--- config.mk ---
export PLATFORM = sky130hd
export DESIGN_NAME = multi_channel_heartbeat_monitor
export DESIGN_NICKNAME = d
export VERILOG_FILES = /design/src/rtl/mchb_pkg.sv /design/src/rtl/multi_channel_heartbeat_monitor.sv
export SDC_FILE = /design/constraint.sdc
export NUM_CORES = 1
export LEC_CHECK = 0
export BUFFER_PORTS_ARGS = -buffer_cell sky130_fd_sc_hd__buf_2
export CAP_MARGIN = 20
export CORE_MARGIN = 3
export CORE_UTILIZATION = 55
export CTS_BUF_LIST = sky130_fd_sc_hd__clkbuf_16
export DETAILED_ROUTE_END_ITERATION = 6
export GPL_TIMING_DRIVEN = 0
export PLACE_DENSITY = 0.74
export SETUP_SLACK_MARGIN = 0.1
export SYNTH_ARGS = -nofsm -noshare
export SYNTH_HDL_FRONTEND = slang
export SYNTH_SLANG_ARGS = --single-unit
--- constraint.sdc ---
create_clock -name i_clk -period 16.59 [get_ports i_clk]
set_input_delay 3.318 -clock i_clk [delete_from_list [all_inputs] [get_ports i_clk]]
set_output_delay 3.318 -clock i_clk [all_outputs]
set_load 0.02 [all_outputs]
--- src/rtl/mchb_pkg.sv ---
// Package for the multi-channel heartbeat monitor: field widths, reset values,
// request and register codes, parameter defaults.
// No dependencies.
`default_nettype none

package mchb_pkg;

    // Parameter defaults
    localparam int NUM_CHANNELS_DEF = 6;
    localparam int MAX_REPORTED_DEF = 8;
    localparam int TIME_WIDTH_DEF   = 32;

    // Channels that own an enable bit and a timeout register
    localparam int REG_CHANNELS = 6;

    // Port field widths
    localparam int REQ_W    = 1;
    localparam int CHAN_W   = 3;
    localparam int NOW_W    = 32;
    localparam int MASK_W   = 6;
    localparam int CNT_W    = 4;
    localparam int TMO_W    = 16;
    localparam int CFG_IDX_W = 3;
    localparam int CFG_DAT_W = 16;

    typedef enum logic [REQ_W-1:0] {
        REQ_HEARTBEAT = 1'b0,
        REQ_TICK      = 1'b1
    } t_req;

    typedef enum logic [CFG_IDX_W-1:0] {
        CFG_ENABLE      = 3'd0,
        CFG_TO_REMOTE   = 3'd1,
        CFG_TO_YAW      = 3'd2,
        CFG_TO_PITCH    = 3'd3,
        CFG_TO_TRIGGER  = 3'd4,
        CFG_TO_FRIC_A   = 3'd5,
        CFG_TO_FRIC_B   = 3'd6
    } t_cfg_idx;

    localparam logic [MASK_W-1:0] ENABLE_RST = 6'd63;
    localparam logic [TMO_W-1:0]  TMO_SHORT_RST = 16'd500;
    localparam logic [TMO_W-1:0]  TMO_LONG_RST  = 16'd4000;

    localparam logic [TMO_W-1:0] TIMEOUT_RST [REG_CHANNELS] = '{
        TMO_SHORT_RST, TMO_SHORT_RST, TMO_SHORT_RST,
        TMO_LONG_RST,  TMO_LONG_RST,  TMO_LONG_RST
    };

endpackage

`default_nettype wire

--- src/rtl/multi_channel_heartbeat_monitor.sv ---
// Heartbeat timeout monitor for up to six module channels, single module.
// Depends on mchb_pkg.
//
// Usage:
//   Input channel (i_valid / o_stall): a heartbeat item stores i_now_time as
//   the last-seen time of i_channel; a tick item checks every enabled channel
//   in index order against its timeout and marks it lost or recovered.
//   Output channel (o_valid / i_stall): one result per item, giving the lost
//   mask, the lost count (capped at MAX_REPORTED) and the any-error flag as
//   they stand after that item.
//   Config channel (i_cfg_valid / o_cfg_ready): always ready; index 0 is the
//   enable mask, indexes 1 to 6 the per-channel timeouts. Write while idle.
// Timing: an item transferred into the input register moves on to the result
//   register and shows at the output from there; one item per cycle sustained
//   while the output is not stalled, set by the single compare-and-count stage
//   between the input register and the result register.
// Reset: last-seen times, lost mask and count clear, registers take their
//   defaults, both pipeline registers empty.
// Stall: a stalled result holds; the input register keeps filling, and
//   o_stall rises once it holds an item that cannot move on.
`default_nettype none

module multi_channel_heartbeat_monitor #(
    parameter int NUM_CHANNELS = mchb_pkg::NUM_CHANNELS_DEF,
    parameter int MAX_REPORTED = mchb_pkg::MAX_REPORTED_DEF,
    parameter int TIME_WIDTH   = mchb_pkg::TIME_WIDTH_DEF
) (
    input  wire logic                          i_clk,
    input  wire logic                          i_rst_n,
    // input items
    input  wire logic                          i_valid,
    output logic                               o_stall,
    input  wire logic [mchb_pkg::REQ_W-1:0]    i_req_type,
    input  wire logic [mchb_pkg::CHAN_W-1:0]   i_channel,
    input  wire logic [mchb_pkg::NOW_W-1:0]    i_now_time,
    // results
    output logic                               o_valid,
    input  wire logic                          i_stall,
    output logic [mchb_pkg::MASK_W-1:0]        o_lost_mask,
    output logic [mchb_pkg::CNT_W-1:0]         o_lost_count,
    output logic                               o_any_error,
    // configuration writes
    input  wire logic                          i_cfg_valid,
    output logic                               o_cfg_ready,
    input  wire logic [mchb_pkg::CFG_IDX_W-1:0] i_cfg_index,
    input  wire logic [mchb_pkg::CFG_DAT_W-1:0] i_cfg_data
);

    localparam int REG_CH = mchb_pkg::REG_CHANNELS;
    localparam int CHK_CHANNELS = (NUM_CHANNELS < REG_CH) ? NUM_CHANNELS : REG_CH;
    localparam int MASK_W = mchb_pkg::MASK_W;
    localparam int CNT_W  = mchb_pkg::CNT_W;
    localparam int TMO_W  = mchb_pkg::TMO_W;
    localparam logic [CNT_W-1:0] CNT_CAP = CNT_W'(MAX_REPORTED);

    // configuration
    logic [MASK_W-1:0] r_enable;
    logic [TMO_W-1:0]  r_timeout [REG_CH];

    // input stage
    logic                   r_in_vld;
    mchb_pkg::t_req         r_in_type;
    logic [mchb_pkg::CHAN_W-1:0] r_in_chan;
    logic [TIME_WIDTH-1:0]  r_in_now;

    // monitor state
    logic [TIME_WIDTH-1:0]  r_last_seen [NUM_CHANNELS];
    logic [TIME_WIDTH-1:0]  n_last_seen [NUM_CHANNELS];
    logic [MASK_W-1:0]      r_lost_bits, n_lost_bits;
    logic [CNT_W-1:0]       r_lost_total, n_lost_total;

    // result stage
    logic                   r_out_vld;
    logic [MASK_W-1:0]      r_out_mask;
    logic [CNT_W-1:0]       r_out_count;
    logic                   r_out_err;

    logic                   move;
    logic                   in_take;
    logic [REG_CH-1:0]      late;
    logic [REG_CH-1:0]      check;

    assign move    = r_in_vld && (!r_out_vld || !i_stall);
    assign o_stall = r_in_vld && !move;
    assign in_take = i_valid && !o_stall;
    assign o_cfg_ready = 1'b1;

    assign o_valid      = r_out_vld;
    assign o_lost_mask  = r_out_mask;
    assign o_lost_count = r_out_count;
    assign o_any_error  = r_out_err;

    // per-channel timeout compare, all in parallel
    always_comb begin
        late  = '0;
        check = '0;
        for (int i = 0; i < CHK_CHANNELS; i++) begin
            check[i] = r_enable[i];
            late[i]  = (r_in_now > r_last_seen[i]) &&
                       ((r_in_now - r_last_seen[i]) > TIME_WIDTH'(r_timeout[i]));
        end
    end

    // state update; the count chain runs in channel order because of the cap
    always_comb begin
        n_lost_bits  = r_lost_bits;
        n_lost_total = r_lost_total;
        n_last_seen  = r_last_seen;
        if (move) begin
            unique case (r_in_type)
                mchb_pkg::REQ_HEARTBEAT: begin
                    for (int j = 0; j < NUM_CHANNELS; j++) begin
                        if (int'(r_in_chan) == j) begin
                            n_last_seen[j] = r_in_now;
                        end
                    end
                end
                mchb_pkg::REQ_TICK: begin
                    for (int i = 0; i < REG_CH; i++) begin
                        if (check[i]) begin
                            if (late[i]) begin
                                if (n_lost_total < CNT_CAP && !n_lost_bits[i]) begin
                                    n_lost_bits[i] = 1'b1;
                                    n_lost_total   = n_lost_total + 1'b1;
                                end
                            end else if (n_lost_bits[i]) begin
                                n_lost_bits[i] = 1'b0;
                                if (n_lost_total != '0) begin
                                    n_lost_total = n_lost_total - 1'b1;
                                end
                            end
                        end
                    end
                end
                default: begin
                end
            endcase
        end
    end

    // control and state registers
    always_ff @(posedge i_clk) begin
        if (!i_rst_n) begin
            r_in_vld     <= 1'b0;
            r_out_vld    <= 1'b0;
            r_lost_bits  <= '0;
            r_lost_total <= '0;
            r_enable     <= mchb_pkg::ENABLE_RST;
            for (int i = 0; i < REG_CH; i++) begin
                r_timeout[i] <= mchb_pkg::TIMEOUT_RST[i];
            end
            for (int j = 0; j < NUM_CHANNELS; j++) begin
                r_last_seen[j] <= '0;
            end
        end else begin
            if (in_take) begin
                r_in_vld <= 1'b1;
            end else if (move) begin
                r_in_vld <= 1'b0;
            end
            if (move) begin
                r_out_vld <= 1'b1;
            end else if (!i_stall) begin
                r_out_vld <= 1'b0;
            end
            r_lost_bits  <= n_lost_bits;
            r_lost_total <= n_lost_total;
            r_last_seen  <= n_last_seen;
            if (i_cfg_valid && o_cfg_ready) begin
                unique case (i_cfg_index)
                    mchb_pkg::CFG_ENABLE:     r_enable     <= i_cfg_data[MASK_W-1:0];
                    mchb_pkg::CFG_TO_REMOTE:  r_timeout[0] <= i_cfg_data;
                    mchb_pkg::CFG_TO_YAW:     r_timeout[1] <= i_cfg_data;
                    mchb_pkg::CFG_TO_PITCH:   r_timeout[2] <= i_cfg_data;
                    mchb_pkg::CFG_TO_TRIGGER: r_timeout[3] <= i_cfg_data;
                    mchb_pkg::CFG_TO_FRIC_A:  r_timeout[4] <= i_cfg_data;
                    mchb_pkg::CFG_TO_FRIC_B:  r_timeout[5] <= i_cfg_data;
                    default: begin
                    end
                endcase
            end
        end
    end

    // payload registers
    always_ff @(posedge i_clk) begin
        if (in_take) begin
            r_in_type <= mchb_pkg::t_req'(i_req_type);
            r_in_chan <= i_channel;
            r_in_now  <= TIME_WIDTH'(i_now_time);
        end
        if (move) begin
            r_out_mask  <= n_lost_bits;
            r_out_count <= n_lost_total;
            r_out_err   <= (n_lost_total != '0);
        end
    end

`ifndef SYNTH
    // every set lost bit is counted exactly once
    a_count_matches_mask: assert property (@(posedge i_clk) disable iff (!i_rst_n)
        CNT_W'($countones(r_lost_bits)) == r_lost_total)
        else $error("lost count does not match lost mask");

    a_count_capped: assert property (@(posedge i_clk) disable iff (!i_rst_n)
        r_lost_total <= CNT_CAP)
        else $error("lost count above cap");

    // a heartbeat never changes the lost state
    a_heartbeat_keeps_lost: assert property (@(posedge i_clk) disable iff (!i_rst_n)
        (move && r_in_type == mchb_pkg::REQ_HEARTBEAT) |=> $stable(r_lost_bits))
        else $error("heartbeat changed lost mask");

    // a stalled result is not overwritten by the input stage
    a_no_overwrite: assert property (@(posedge i_clk) disable iff (!i_rst_n)
        (r_out_vld && i_stall) |-> !move)
        else $error("result overwritten while stalled");
`endif

endmodule

`default_nettype wire
[After elaboration in Yosys (flattened, before gate mapping)]
Memory sizes are Yosys's and may differ from the RTL's.
Index checks and enable logic that the tools add are counted.
Storage, ports and cells
  register bits after elaboration: 257
  RAM bits: 96
  input bits: 60
  output and inout port bits: 14
  logic and storage cells: 213
  memories: 1
Operators by class
  add/subtract/negate cells: 18
  $lt $le $gt $ge: 18
  eq/ne operators: 12
  multiplexer cells: 97
  bitwise logic cells: 7
  reduce and logical (&&, ||, !) cells: 43
Memory list
  r_timeout: depth 6, bits a word 16, rd ports 6, clocked after Yosys merged registers in 0, write ports 6, RTL line multi_channel_heartbeat_monitor.sv:58  | logic [TMO_W-1:0] r_timeout [REG_CH];
Operators by type and width (number)
  > comparator 32 x 16 -> 1 bit: 6
  > comparator 32 bit: 6
  subtractor 32 bit: 6
  two-way mux 4 bit: 42
  two-way mux 16 bit: 6
  two-way mux 1 bit: 47
  nonzero test 4 bit: 7
  adder 4 x 1 -> 4 bit (second input constant): 6
  < comparator 4 bit (second input constant): 6
  subtractor 4 x 1 -> 4 bit (second input constant): 6
  == test 3 bit (second input constant): 7
  AND reduction 3 bit: 6
  logical AND 1 bit: 15
  two-way mux 6 bit: 2
  zero test 1 bit: 10
  == test 3 x 2 -> 1 bit (second input constant): 3
  zero test 3 bit: 2
  bitwise OR 1 bit: 6
  == test 3 x 1 -> 1 bit (second input constant): 1
  inequality test 2 x 1 -> 1 bit (second input constant): 1
  AND reduction 2 bit: 1
  nonzero test 2 bit: 1
  logical OR 1 bit: 1
  NOT 1 bit: 1

[Depth between registers and ports, before layout]
Gate-level depths: netlist of the first run.
  depth in word-level cells: 43
  gate-level depth with buffers: 48
  gate-level depth less buffers: 48

[Least setup slack after synthesis of the first run]
No wires, ideal clock.
  path type: reg2reg
  from: register r_in_now[1]
  to: register r_out_err, in the netlist o_any_error (data pin)
  setup time: 0.272 ns
  data arrival time: 9.592 ns
  required time: 16.318 ns
  path slack: 6.726 ns
  stages on the path, launching flop included: 45
  path buffers: 0
  clock period less this slack: 9.864 ns
  cells stage by stage: edfxtp_1 ha_1 nor2b_1 o31a_1 o21ai_0 nand2b_1 a21o_1 a21oi_1 o21ai_0 nand2b_1 nand2_1 xor2_1 ha_1 nand4_1 nor4_1 a21oi_1 a22o_1 nand4_1 (+9 left out) ha_1 o211a_1 a211o_1 a221oi_1 ha_1 a31oi_1 a211oi_1 a31o_2 ha_1 a41oi_2 nand2b_1 a31oi_1 ha_1 and3_1 a32o_1 a31oi_1 o21ai_1 or4b_1
Between the ends
  word-level cells in the longest chain between the ends: 43
  elaborated cells between the ends (all ways): 89
  those cells by class: 16 x add/sub; 17 x order compare; 39 x mux; 17 x reduce/logical
Ends and longest elaborated chain
  start, declared: RTL line multi_channel_heartbeat_monitor.sv:64  | logic [TIME_WIDTH-1:0] r_in_now;
  start signal, assigned: RTL line multi_channel_heartbeat_monitor.sv:190  | r_in_now <= TIME_WIDTH'(i_now_time);
  subtractor 32 bit: RTL line multi_channel_heartbeat_monitor.sv:100  | ((r_in_now - r_last_seen[i]) > TIME_WIDTH'(r_timeout[i]));
  > comparator 32 x 16 -> 1 bit: RTL line multi_channel_heartbeat_monitor.sv:100
  logical AND 1 bit: RTL line multi_channel_heartbeat_monitor.sv:99  | late[i] = (r_in_now > r_last_seen[i]) &&
  two-way mux 4 bit: RTL line multi_channel_heartbeat_monitor.sv:121  | if (late[i]) begin
  two-way mux 4 bit: RTL line multi_channel_heartbeat_monitor.sv:120  | if (check[i]) begin
  two-way mux 4 bit: RTL line multi_channel_heartbeat_monitor.sv:110  | unique case (r_in_type)
  two-way mux 4 bit: RTL line multi_channel_heartbeat_monitor.sv:109  | if (move) begin
  subtractor 4 x 1 -> 4 bit, or another cell as far along: RTL line multi_channel_heartbeat_monitor.sv:129  | n_lost_total = n_lost_total - 1'b1;
  (+28 left out)
  two-way mux 4 bit or logical AND 1 bit (tied branches): RTL line multi_channel_heartbeat_monitor.sv:128, multi_channel_heartbeat_monitor.sv:122
  two-way mux 4 bit (on tied branches): RTL line multi_channel_heartbeat_monitor.sv:126, multi_channel_heartbeat_monitor.sv:122
  two-way mux 4 bit: RTL line multi_channel_heartbeat_monitor.sv:121
  two-way mux 4 bit *: RTL line multi_channel_heartbeat_monitor.sv:120
  two-way mux 4 bit *: RTL line multi_channel_heartbeat_monitor.sv:110
  two-way mux 4 bit *: RTL line multi_channel_heartbeat_monitor.sv:109
  via n_lost_total[1]: RTL line multi_channel_heartbeat_monitor.sv:70  | logic [CNT_W-1:0] r_lost_total, n_lost_total;
  nonzero test 4 bit *: RTL line multi_channel_heartbeat_monitor.sv:195  | r_out_err <= (n_lost_total != '0);
  end signal, assigned: RTL line multi_channel_heartbeat_monitor.sv:195
  end, declared: RTL line multi_channel_heartbeat_monitor.sv:76  | logic r_out_err;
Mark *: on every way through the listed nets, which the timed path passes. The rest lies on a longest branch. The select of a mux whose other input is x is not followed.
A chain may end at the register's enable or synchronous reset.

[Final worst setup path of the first run]
  from: register r_in_now[0]
  to: register r_out_err, in the netlist o_any_error (data pin)
The elaborated chain is that of the path after synthesis.

==> results of run 1 <==
[placed cells by master, fill, tap and decap left out, types with 9 or more instances in the layout]
| master | n |
|---|---|
| sky130_fd_sc_hd__and4_1 | 9 |
| sky130_fd_sc_hd__ha_1 | 299 |
| sky130_fd_sc_hd__a31oi_1 | 35 |
| sky130_fd_sc_hd__nand4_1 | 69 |
| sky130_fd_sc_hd__nor3_1 | 53 |
| sky130_fd_sc_hd__and3_1 | 26 |
| sky130_fd_sc_hd__a21oi_1 | 415 |
| sky130_fd_sc_hd__a21o_1 | 83 |
| sky130_fd_sc_hd__buf_2 | 83 |
| sky130_fd_sc_hd__nand3_1 | 72 |
| sky130_fd_sc_hd__nor4_1 | 20 |
| sky130_fd_sc_hd__nor3b_1 | 9 |
| sky130_fd_sc_hd__a211oi_1 | 20 |
| sky130_fd_sc_hd__xor2_1 | 37 |
| sky130_fd_sc_hd__o21bai_1 | 21 |
| sky130_fd_sc_hd__nand2_1 | 555 |
| sky130_fd_sc_hd__edfxtp_1 | 143 |
| sky130_fd_sc_hd__inv_1 | 382 |
| sky130_fd_sc_hd__nand2b_1 | 52 |
| sky130_fd_sc_hd__o31ai_1 | 13 |
| sky130_fd_sc_hd__dfxtp_1 | 210 |
| sky130_fd_sc_hd__xnor2_1 | 60 |
| sky130_fd_sc_hd__o21a_1 | 39 |
| sky130_fd_sc_hd__or2_2 | 12 |
| sky130_fd_sc_hd__clkbuf_1 | 108 |
| sky130_fd_sc_hd__nor2_1 | 165 |
| sky130_fd_sc_hd__o21ai_0 | 134 |
| sky130_fd_sc_hd__a221oi_1 | 12 |
| sky130_fd_sc_hd__a211o_1 | 14 |
| sky130_fd_sc_hd__o21ai_1 | 16 |
| sky130_fd_sc_hd__mux2i_1 | 15 |
| sky130_fd_sc_hd__o2111ai_1 | 12 |
| sky130_fd_sc_hd__nor2b_1 | 35 |
| sky130_fd_sc_hd__a21boi_0 | 13 |
| sky130_fd_sc_hd__or3_1 | 54 |
| sky130_fd_sc_hd__o211ai_1 | 34 |
| sky130_fd_sc_hd__o22ai_1 | 13 |
| sky130_fd_sc_hd__and2_1 | 92 |
| sky130_fd_sc_hd__clkbuf_16 | 45 |
[layer usage]
layer | part of all wire [%] | wire length [microns]
met5 | 0.0081 | 7
met4 | 5.1 | 4340
met3 | 8.6 | 7410
met2 | 42 | 36000
met1 | 44 | 38200
[per-stage QoR]
step	hold slack [ns]	power [W]	setup slack, ns
6_report	0.453	0.00271	3.58
5_1_grt	0.469	0.00284	2.95
4_1_cts	0.454	0.00270	3.77
3_5_place_dp	0.446	0.00176	3.80
3_3_place_gp	0.442	0.00176	3.89
2_1_floorplan	0.436	0.00156	6.73
[tightest hold or removal path, delay by kind of cell (launching register included)]
family / cells / cell delay (ns)
flip-flops: 1 / 0.31
AND/OR/NAND/NOR: 1 / 0.05
AO/OA/AOI/OAI: 1 / 0.05
[cells by family (layout without fill, tap and decap cells)]
family,count (synthesis),in the layout
muxes,22,22
other,1,7
DFF,353,353
adders and majority gates,305,305
buffers and inverters,500,659
AOI/OAI and AO/OA,994,994
and+or+nand+nor,1271,1271
xor gates and xnor gates,98,98
[flip-flops by register name, indices dropped and copies added, names as in the netlist, 3 cells and up]
name          count
check             6
r_lost_bits       6
r_last_seen     192
o_lost_count      4
r_in_now         32
o_lost_mask       6
r_timeout        96
r_lost_total      4
r_in_chan         3
[power by group]
group          leakage [nW]  switching [W]  internal [W]
Sequential             3.09      0.0000525      0.000938
Combinational          7.89       0.000475      0.000304
Clock                 0.714       0.000383      0.000553
[final cells by class]
cell class                 count  share of cell area [%]
antenna                        6                  0.0491
buffer                       120                    1.57
clock buffer                  45                    3.68
clock inverter                31                   0.871
inverter                     380                    4.68
multi-input combinational   2691                    57.1
sequential                   353                    27.8
tap                          664                    2.71
timing repair buffer          83                    1.60
[path summary, 6_finish.rpt]
kind               startpoint                to
max reg2reg       r_in_now[0]       o_any_error
min          r_last_seen[187]  r_last_seen[187]
min reg2reg  r_last_seen[187]  r_last_seen[187]
max               r_in_now[0]       o_any_error
==> impl_metrics.py, run 1 <==
metrics = {
    "clock_network": {
        "cts_hold_repair.buffers": 0,
        "cts.repair_timing.setup_buffer_count": 0,
        "cts.sinks": 353,
        "cts-root-to-sink-buffers": 3,
        "cts_root_buf": "sky130_fd_sc_hd__clkbuf_16",
        "clk-insertion-delay-late_ns": 0.58,
        "numCtsBuffers": 41,
        "cts_resized": 0,
        "ctsHtreeMaxLevel": 2,
        "tritoncts": "done",
        "path_clk_slew_ns": 0.06,
    },
    "synthesis": {
        "synth.largest_area_cell": "sky130_fd_sc_hd__edfxtp_1",
        "post_synth_num_cell_types": 102,
        "post_synth_main_area_contributors": "sky130_fd_sc_hd__edfxtp_1 (15%), sky130_fd_sc_hd__dfxtp_1 (15%), sky130_fd_sc_hd__ha_1 (13%)",
        "adder_cell_fraction_of_synth_area_pct": 13.9,
        "ys_seq_elements": 353,
        "synth_sequential_area_ratio_pct": 30.5,
        "synth_top_family_by_area": "compound AO/OA/AOI/OAI gates",
        "commonest_register_cell_after_synthesis": "sky130_fd_sc_hd__dfxtp_1",
        "synth_edf_count": 143,
        "yosys_warnings": 0,
        "yosys.area.top_type_share_pct": 15.4,
        "postSynthAreaPerCell_sq_um": 7.86,
        "xor_and_xnor_area_share_after_synthesis_pct": 3.11,
        "count_of_mapped_cells_out_of_synthesis": 3544,
        "post_syn_area_sq_um": 27900,
        "synth.top_cells.by_count": "sky130_fd_sc_hd__nand2_1 (555), sky130_fd_sc_hd__a21oi_1 (415), sky130_fd_sc_hd__inv_1 (375), sky130_fd_sc_hd__ha_1 (299), sky130_fd_sc_hd__dfxtp_1 (210)",
        "yosys.cell_count.top_type": "sky130_fd_sc_hd__nand2_1",
        "syn_nets": 3909,
        "synth-compound-area-share_pct": 22.8,
        "synth-async-reset-ratio_pct": 0,
        "synthMuxAreaShare_pct": 0.822,
        "yosys.area_share.simple_pct": 22.1,
    },
    "layout": {
        "fin_util_pct": 61.9,
        "final_cell_count_no_fill": 4373,
        "layout.filler_cells": 4606,
        "fraction_of_layout_cells_with_a_size_suffix_above_1_pct": 5.91,
        "syn_to_final_growth_pct": 9.83,
        "register_area_sq_um": 8500,
        "multi_input_area_sq_um": 17500,
        "fin_area_sq_um": 30600,
        "nNetsFinal": 4035,
    },
    "run": {
        "max_cap_viol_count": 0,
    },
    "global_routing": {
        "grt_overflow_total": 0,
        "groute.layer.met1.usage_pct": 44.0,
        "met2_usage_pct": 47.8,
        "grt_antenna_before_repair": 4,
        "groute.usage.overall_pct": 31.4,
        "met3_usage_pct": 5.16,
        "most_used_routing_layer_in_global_routing": "met2",
        "grt_max_degree": 37,
        "grt_first_pass_wirelength_microns": 132000,
        "first_global_vias": 24000,
    },
    "drt": {
        "drt-pass1-iter-count": 7,
        "drt_drc_violations_left": 0,
        "wire_per_inst_microns": 19.7,
        "drt-vias-per-instance": 6.04,
        "vias": 26400,
        "drt.antenna.violating_nets": 0,
        "detail_route.iter0.violations": 2523,
        "drt-total-wl_microns": 86000,
    },
    "critical_path": {
        "cp.depth": 43,
        "critPathBufInv": 4,
        "reg2reg_slack_ns": 3.58,
        "crit_path_start_kind": "flop",
        "worst_setup_path_end_kind": "flop",
        "path_class": "reg -> reg",
        "critPathMostFrequentCell": "sky130_fd_sc_hd__ha_1",
        "required_time_of_the_worst_setup_path_ns": 16.90,
        "critPathSlowestCell": "sky130_fd_sc_hd__nor4_1",
        "critPathTopFamily": "compound AO/OA/AOI/OAI gates",
        "worstPathArrival_ns": 13.31,
        "r2r.worst_path.cells": 43,
        "max_stage_delay_ns": 0.70,
        "timing.critical_path.fanout_max": 7,
    },
    "placed_design": {
        "placedCellCount": 4288,
        "placed_area_sq_um": 29100,
        "detailedPlacementHpwl_microns": 61700,
        "io_buffer_count": 72,
        "routability_driven_placement_congestion_ratio": 0.971,
    },
    "sta": {
        "rsz0062_at_grt": "no",
        "final_period_minus_worst_setup_slack_ns": 13.01,
        "final.setup.tns_ns": 0,
        "slew_headroom_pct": 21.3,
        "timing_hold_violations_final": 0,
        "report.final.slew_viol_count": 0,
        "finalClockSkew_ns": 0.0179,
        "final-setup-viol-count": 0,
        "finalCritPeriodShare_pct": 78.4,
        "maxClockFrequency_mhz": 76.9,
        "worst_slew_pin_slew_ns": 1.18,
    },
    "floorplanning": {
        "floorplan.initialDensity_pct": 56.3,
        "chipWidth_microns": 231,
        "placementRows": 81,
        "dieArea_sq_um": 53400,
        "top_level_ports": 74,
        "die_span_in_y_microns": 231,
        "core_sq_um": 49500,
    },
    "power_and_ir_drop": {
        "vdd_ir_drop_max_v": 0.000106,
        "total_leakage_power_nw": 11.7,
        "powerDensity_nw_per_um2": 88.4,
    },
    "min_path": {
        "min_path_cells": 2,
        "worstHoldPathType": "reg -> reg",
    },
    "status": {
        "outcome": "finished clean",
    },
}
(Power assumes the default switching activity.)
==> inputs of run 2 (changes only) <==
--- a/config.mk
+++ b/config.mk
@@ -12,7 +12,7 @@
 export CTS_BUF_LIST = sky130_fd_sc_hd__clkbuf_16
 export DETAILED_ROUTE_END_ITERATION = 6
 export GPL_TIMING_DRIVEN = 0
-export PLACE_DENSITY = 0.74
+export PLACE_DENSITY = 0.76
 export SETUP_SLACK_MARGIN = 0.1
 export SYNTH_ARGS = -nofsm -noshare
 export SYNTH_HDL_FRONTEND = slang
==> constraint.sdc (replaced) <==
create_clock -name i_clk -period 11.4 [get_ports i_clk]
set_input_delay 2.28 -clock i_clk [delete_from_list [all_inputs] [get_ports i_clk]]
set_output_delay 2.28 -clock i_clk [all_outputs]
set_load 0.02 [all_outputs]
==> run 2 against run 1 <==
Via count fell by 0.40%; die area unchanged; final area grew 1.0%; sequential power increased by 45%; count of clock-buffer cells in the layout fell by 4; sequential share of layout area shrank 0.28 points; highest routed layer is now met4.
==> impl_metrics.py, run 2 (synthesis gave the netlist of run 1 again) <==
metrics = {
    "status": {
        "outcome": "finished clean",
    },
    "critical_path": {
        "critPathSlowestCell": "sky130_fd_sc_hd__edfxtp_1",
        "critPathBufInv": 5,
        "critical_path.reg2reg.endpoint": "o_any_error",
        "worst_setup_path_end_kind": "flop",
        "critPathMostFrequentCell": "sky130_fd_sc_hd__ha_1",
        "timing.critical_path.fanout_max": 12,
        "r2r.worst_path.cells": 42,
        "crit_path_start_kind": "flop",
        "max_stage_delay_ns": 1.15,
        "timing.rr.start": "r_in_now[14]",
        "critPathTopFamily": "compound AO/OA/AOI/OAI gates",
        "reg2reg_slack_ns": 0.52,
        "required_time_of_the_worst_setup_path_ns": 11.72,
        "path_class": "reg -> reg",
        "worstPathArrival_ns": 11.20,
    },
    "sta": {
        "worst_slew_pin_slew_ns": 1.22,
        "finalCritPeriodShare_pct": 95.4,
        "final-setup-viol-count": 0,
        "final_period_minus_worst_setup_slack_ns": 10.88,
        "timing_hold_violations_final": 0,
        "maxClockFrequency_mhz": 91.9,
        "report.final.slew_viol_count": 0,
        "rsz0062_at_grt": "no",
        "final.setup.tns_ns": 0,
        "slew_headroom_pct": 18.8,
        "finalClockSkew_ns": 0.0337,
    },
    "power_and_ir_drop": {
        "pwr-share-seq_pct": 35.8,
        "switching_power_as_a_share_of_total_power_pct": 34.9,
        "power_w": 0.00400,
        "vdd_ir_drop_max_v": 0.000151,
        "power_switching_w": 0.00140,
        "internal_power_consumption_w": 0.00261,
        "total_leakage_power_nw": 11.8,
        "clockPowerShare_pct": 32.5,
        "share_comb_of_total_power_pct": 31.7,
        "powerDensity_nw_per_um2": 130,
    },
    "clock_network": {
        "tritoncts": "done",
        "cts-root-to-sink-buffers": 3,
        "numCtsBuffers": 40,
        "cts_root_buf": "sky130_fd_sc_hd__clkbuf_16",
        "clk-insertion-delay-late_ns": 0.59,
        "ctsHtreeMaxLevel": 2,
        "cts_hold_repair.buffers": 0,
        "cts.sinks": 353,
        "path_clk_slew_ns": 0.06,
    },
    "drt": {
        "detail_route.iter0.violations": 2395,
        "drt-total-wl_microns": 85800,
        "vias": 26300,
        "met1Wirelength_microns": 36200,
        "met3_wl_post_dr_microns": 6440,
        "drt-vias-per-instance": 5.99,
        "drt_drc_violations_left": 0,
        "drt-pass1-iter-count": 5,
        "wire_per_inst_microns": 19.5,
        "top_layer_used": "met4",
        "routed-wl-met2_microns": 37600,
        "drt.antenna.violating_nets": 0,
    },
    "floorplanning": {
        "die_span_in_y_microns": 231,
        "floorplan.initialDensity_pct": 56.3,
        "top_level_ports": 74,
        "chipWidth_microns": 231,
        "dieArea_sq_um": 53400,
        "core_sq_um": 49500,
        "placementRows": 81,
    },
    "global_routing": {
        "grt_first_pass_wirelength_microns": 132000,
        "grt_max_degree": 37,
        "first_global_vias": 24300,
        "grt_overflow_total": 0,
        "grt_antenna_before_repair": 1,
        "groute.usage.overall_pct": 31.3,
    },
    "placed_design": {
        "detailedPlacementHpwl_microns": 61800,
        "io_buffer_count": 72,
        "routability_driven_placement_congestion_ratio": 0.968,
        "placed_area_sq_um": 29100,
    },
    "layout": {
        "syn_to_final_growth_pct": 10.9,
        "nNetsFinal": 4061,
        "largestRegisters": "r_last_seen (192), r_timeout (96), r_in_now (32)",
        "largest_reg_flops": 192,
        "layout.cells.most_common": "sky130_fd_sc_hd__nand2_1",
        "fraction_of_layout_cells_with_a_size_suffix_above_1_pct": 7.11,
        "layout.cells.most_common_list": "sky130_fd_sc_hd__nand2_1 (554), sky130_fd_sc_hd__a21oi_1 (415), sky130_fd_sc_hd__inv_1 (376), sky130_fd_sc_hd__ha_1 (298), sky130_fd_sc_hd__dfxtp_1 (210)",
        "top_register": "r_last_seen",
        "fin_area_sq_um": 30900,
    },
    "min_path": {
        "worstHoldPathType": "reg -> reg",
        "hold_path_end": "r_last_seen[93]",
        "min_path_cells": 2,
        "worst_hold_startpoint": "r_last_seen[93]",
    },
    "run": {
        "max_cap_viol_count": 0,
    },
}
[run 2: worst max-delay path by stage]
stage | slack [ns] | end | from | cells after the start
finish | 0.52 | o_any_error | r_in_now[14] | 42
global route | 0.04 | o_any_error | r_in_now[0] | 48
CTS | 0.12 | o_any_error | r_in_now[0] | 46
detailed placement | -1.33 | o_any_error | r_in_now[0] | 43
global placement | -1.22 | o_any_error | r_in_now[0] | 43
floorplan | 1.54 | o_any_error | r_in_now[1] | 44
[run 2: per-layer routing]
layer | vias up | track usage (%)
li1 | 12900 | -
met1 | 12300 | 40.9
met2 | 892 | 49.7
met3 | 212 | 5.13
met4 | 0 | 17.0
met5 | - | 0
[run 2: metrics by stage]
| step | hold slack, ns | util [%] | worst slack, ns | instances |
|---|---|---|---|---|
| finish | 0.452 | 62.5 | 0.524 | 4393 |
| floorplan | 0.436 | - | 1.54 | 3544 |
| global placement | 0.442 | 58.7 | -1.22 | 4280 |
| CTS | 0.454 | 61.8 | 0.123 | 4369 |
| detailed placement | 0.446 | 58.9 | -1.33 | 4287 |
| global route | 0.468 | 62.5 | 0.0389 | 4391 |
[run 2: tightest hold or removal path, delay by kind of cell, from the launching register on]
family | cells | cell delay (ns)
flip-flops | 1 | 0.31
AO/OA/AOI/OAI | 1 | 0.05
AND/OR/NAND/NOR | 1 | 0.05
[run 2: area by class of cell]
type	instances	area (sq um)
antenna	2	5.00
buffer	120	480
clock buffer	41	1030
multi-input combinational	2691	17600
timing repair buffer	110	733
sequential	353	8500
fill	4581	18500
clock inverter	32	277
tap	664	831
inverter	380	1440
[run 2: repair_timing]
action | in CTS | in global routing
setup buffers | 9 | 22
pin swaps | 1 | 10
gates resized for setup | 10 | 18
setup endpoints to repair | 11 | 10
[run 2: power by group through the flow]
| stage | clock, W | sequential, W | combinational [W] |
|---|---|---|---|
| global route | 0.00136 | 0.00144 | 0.00140 |
| floorplan | 0 | 0.00143 | 0.000846 |
| CTS | 0.00131 | 0.00144 | 0.00116 |
| finish | 0.00130 | 0.00144 | 0.00127 |
| global placement | 0 | 0.00147 | 0.00109 |
| detailed placement | 0 | 0.00147 | 0.00111 |
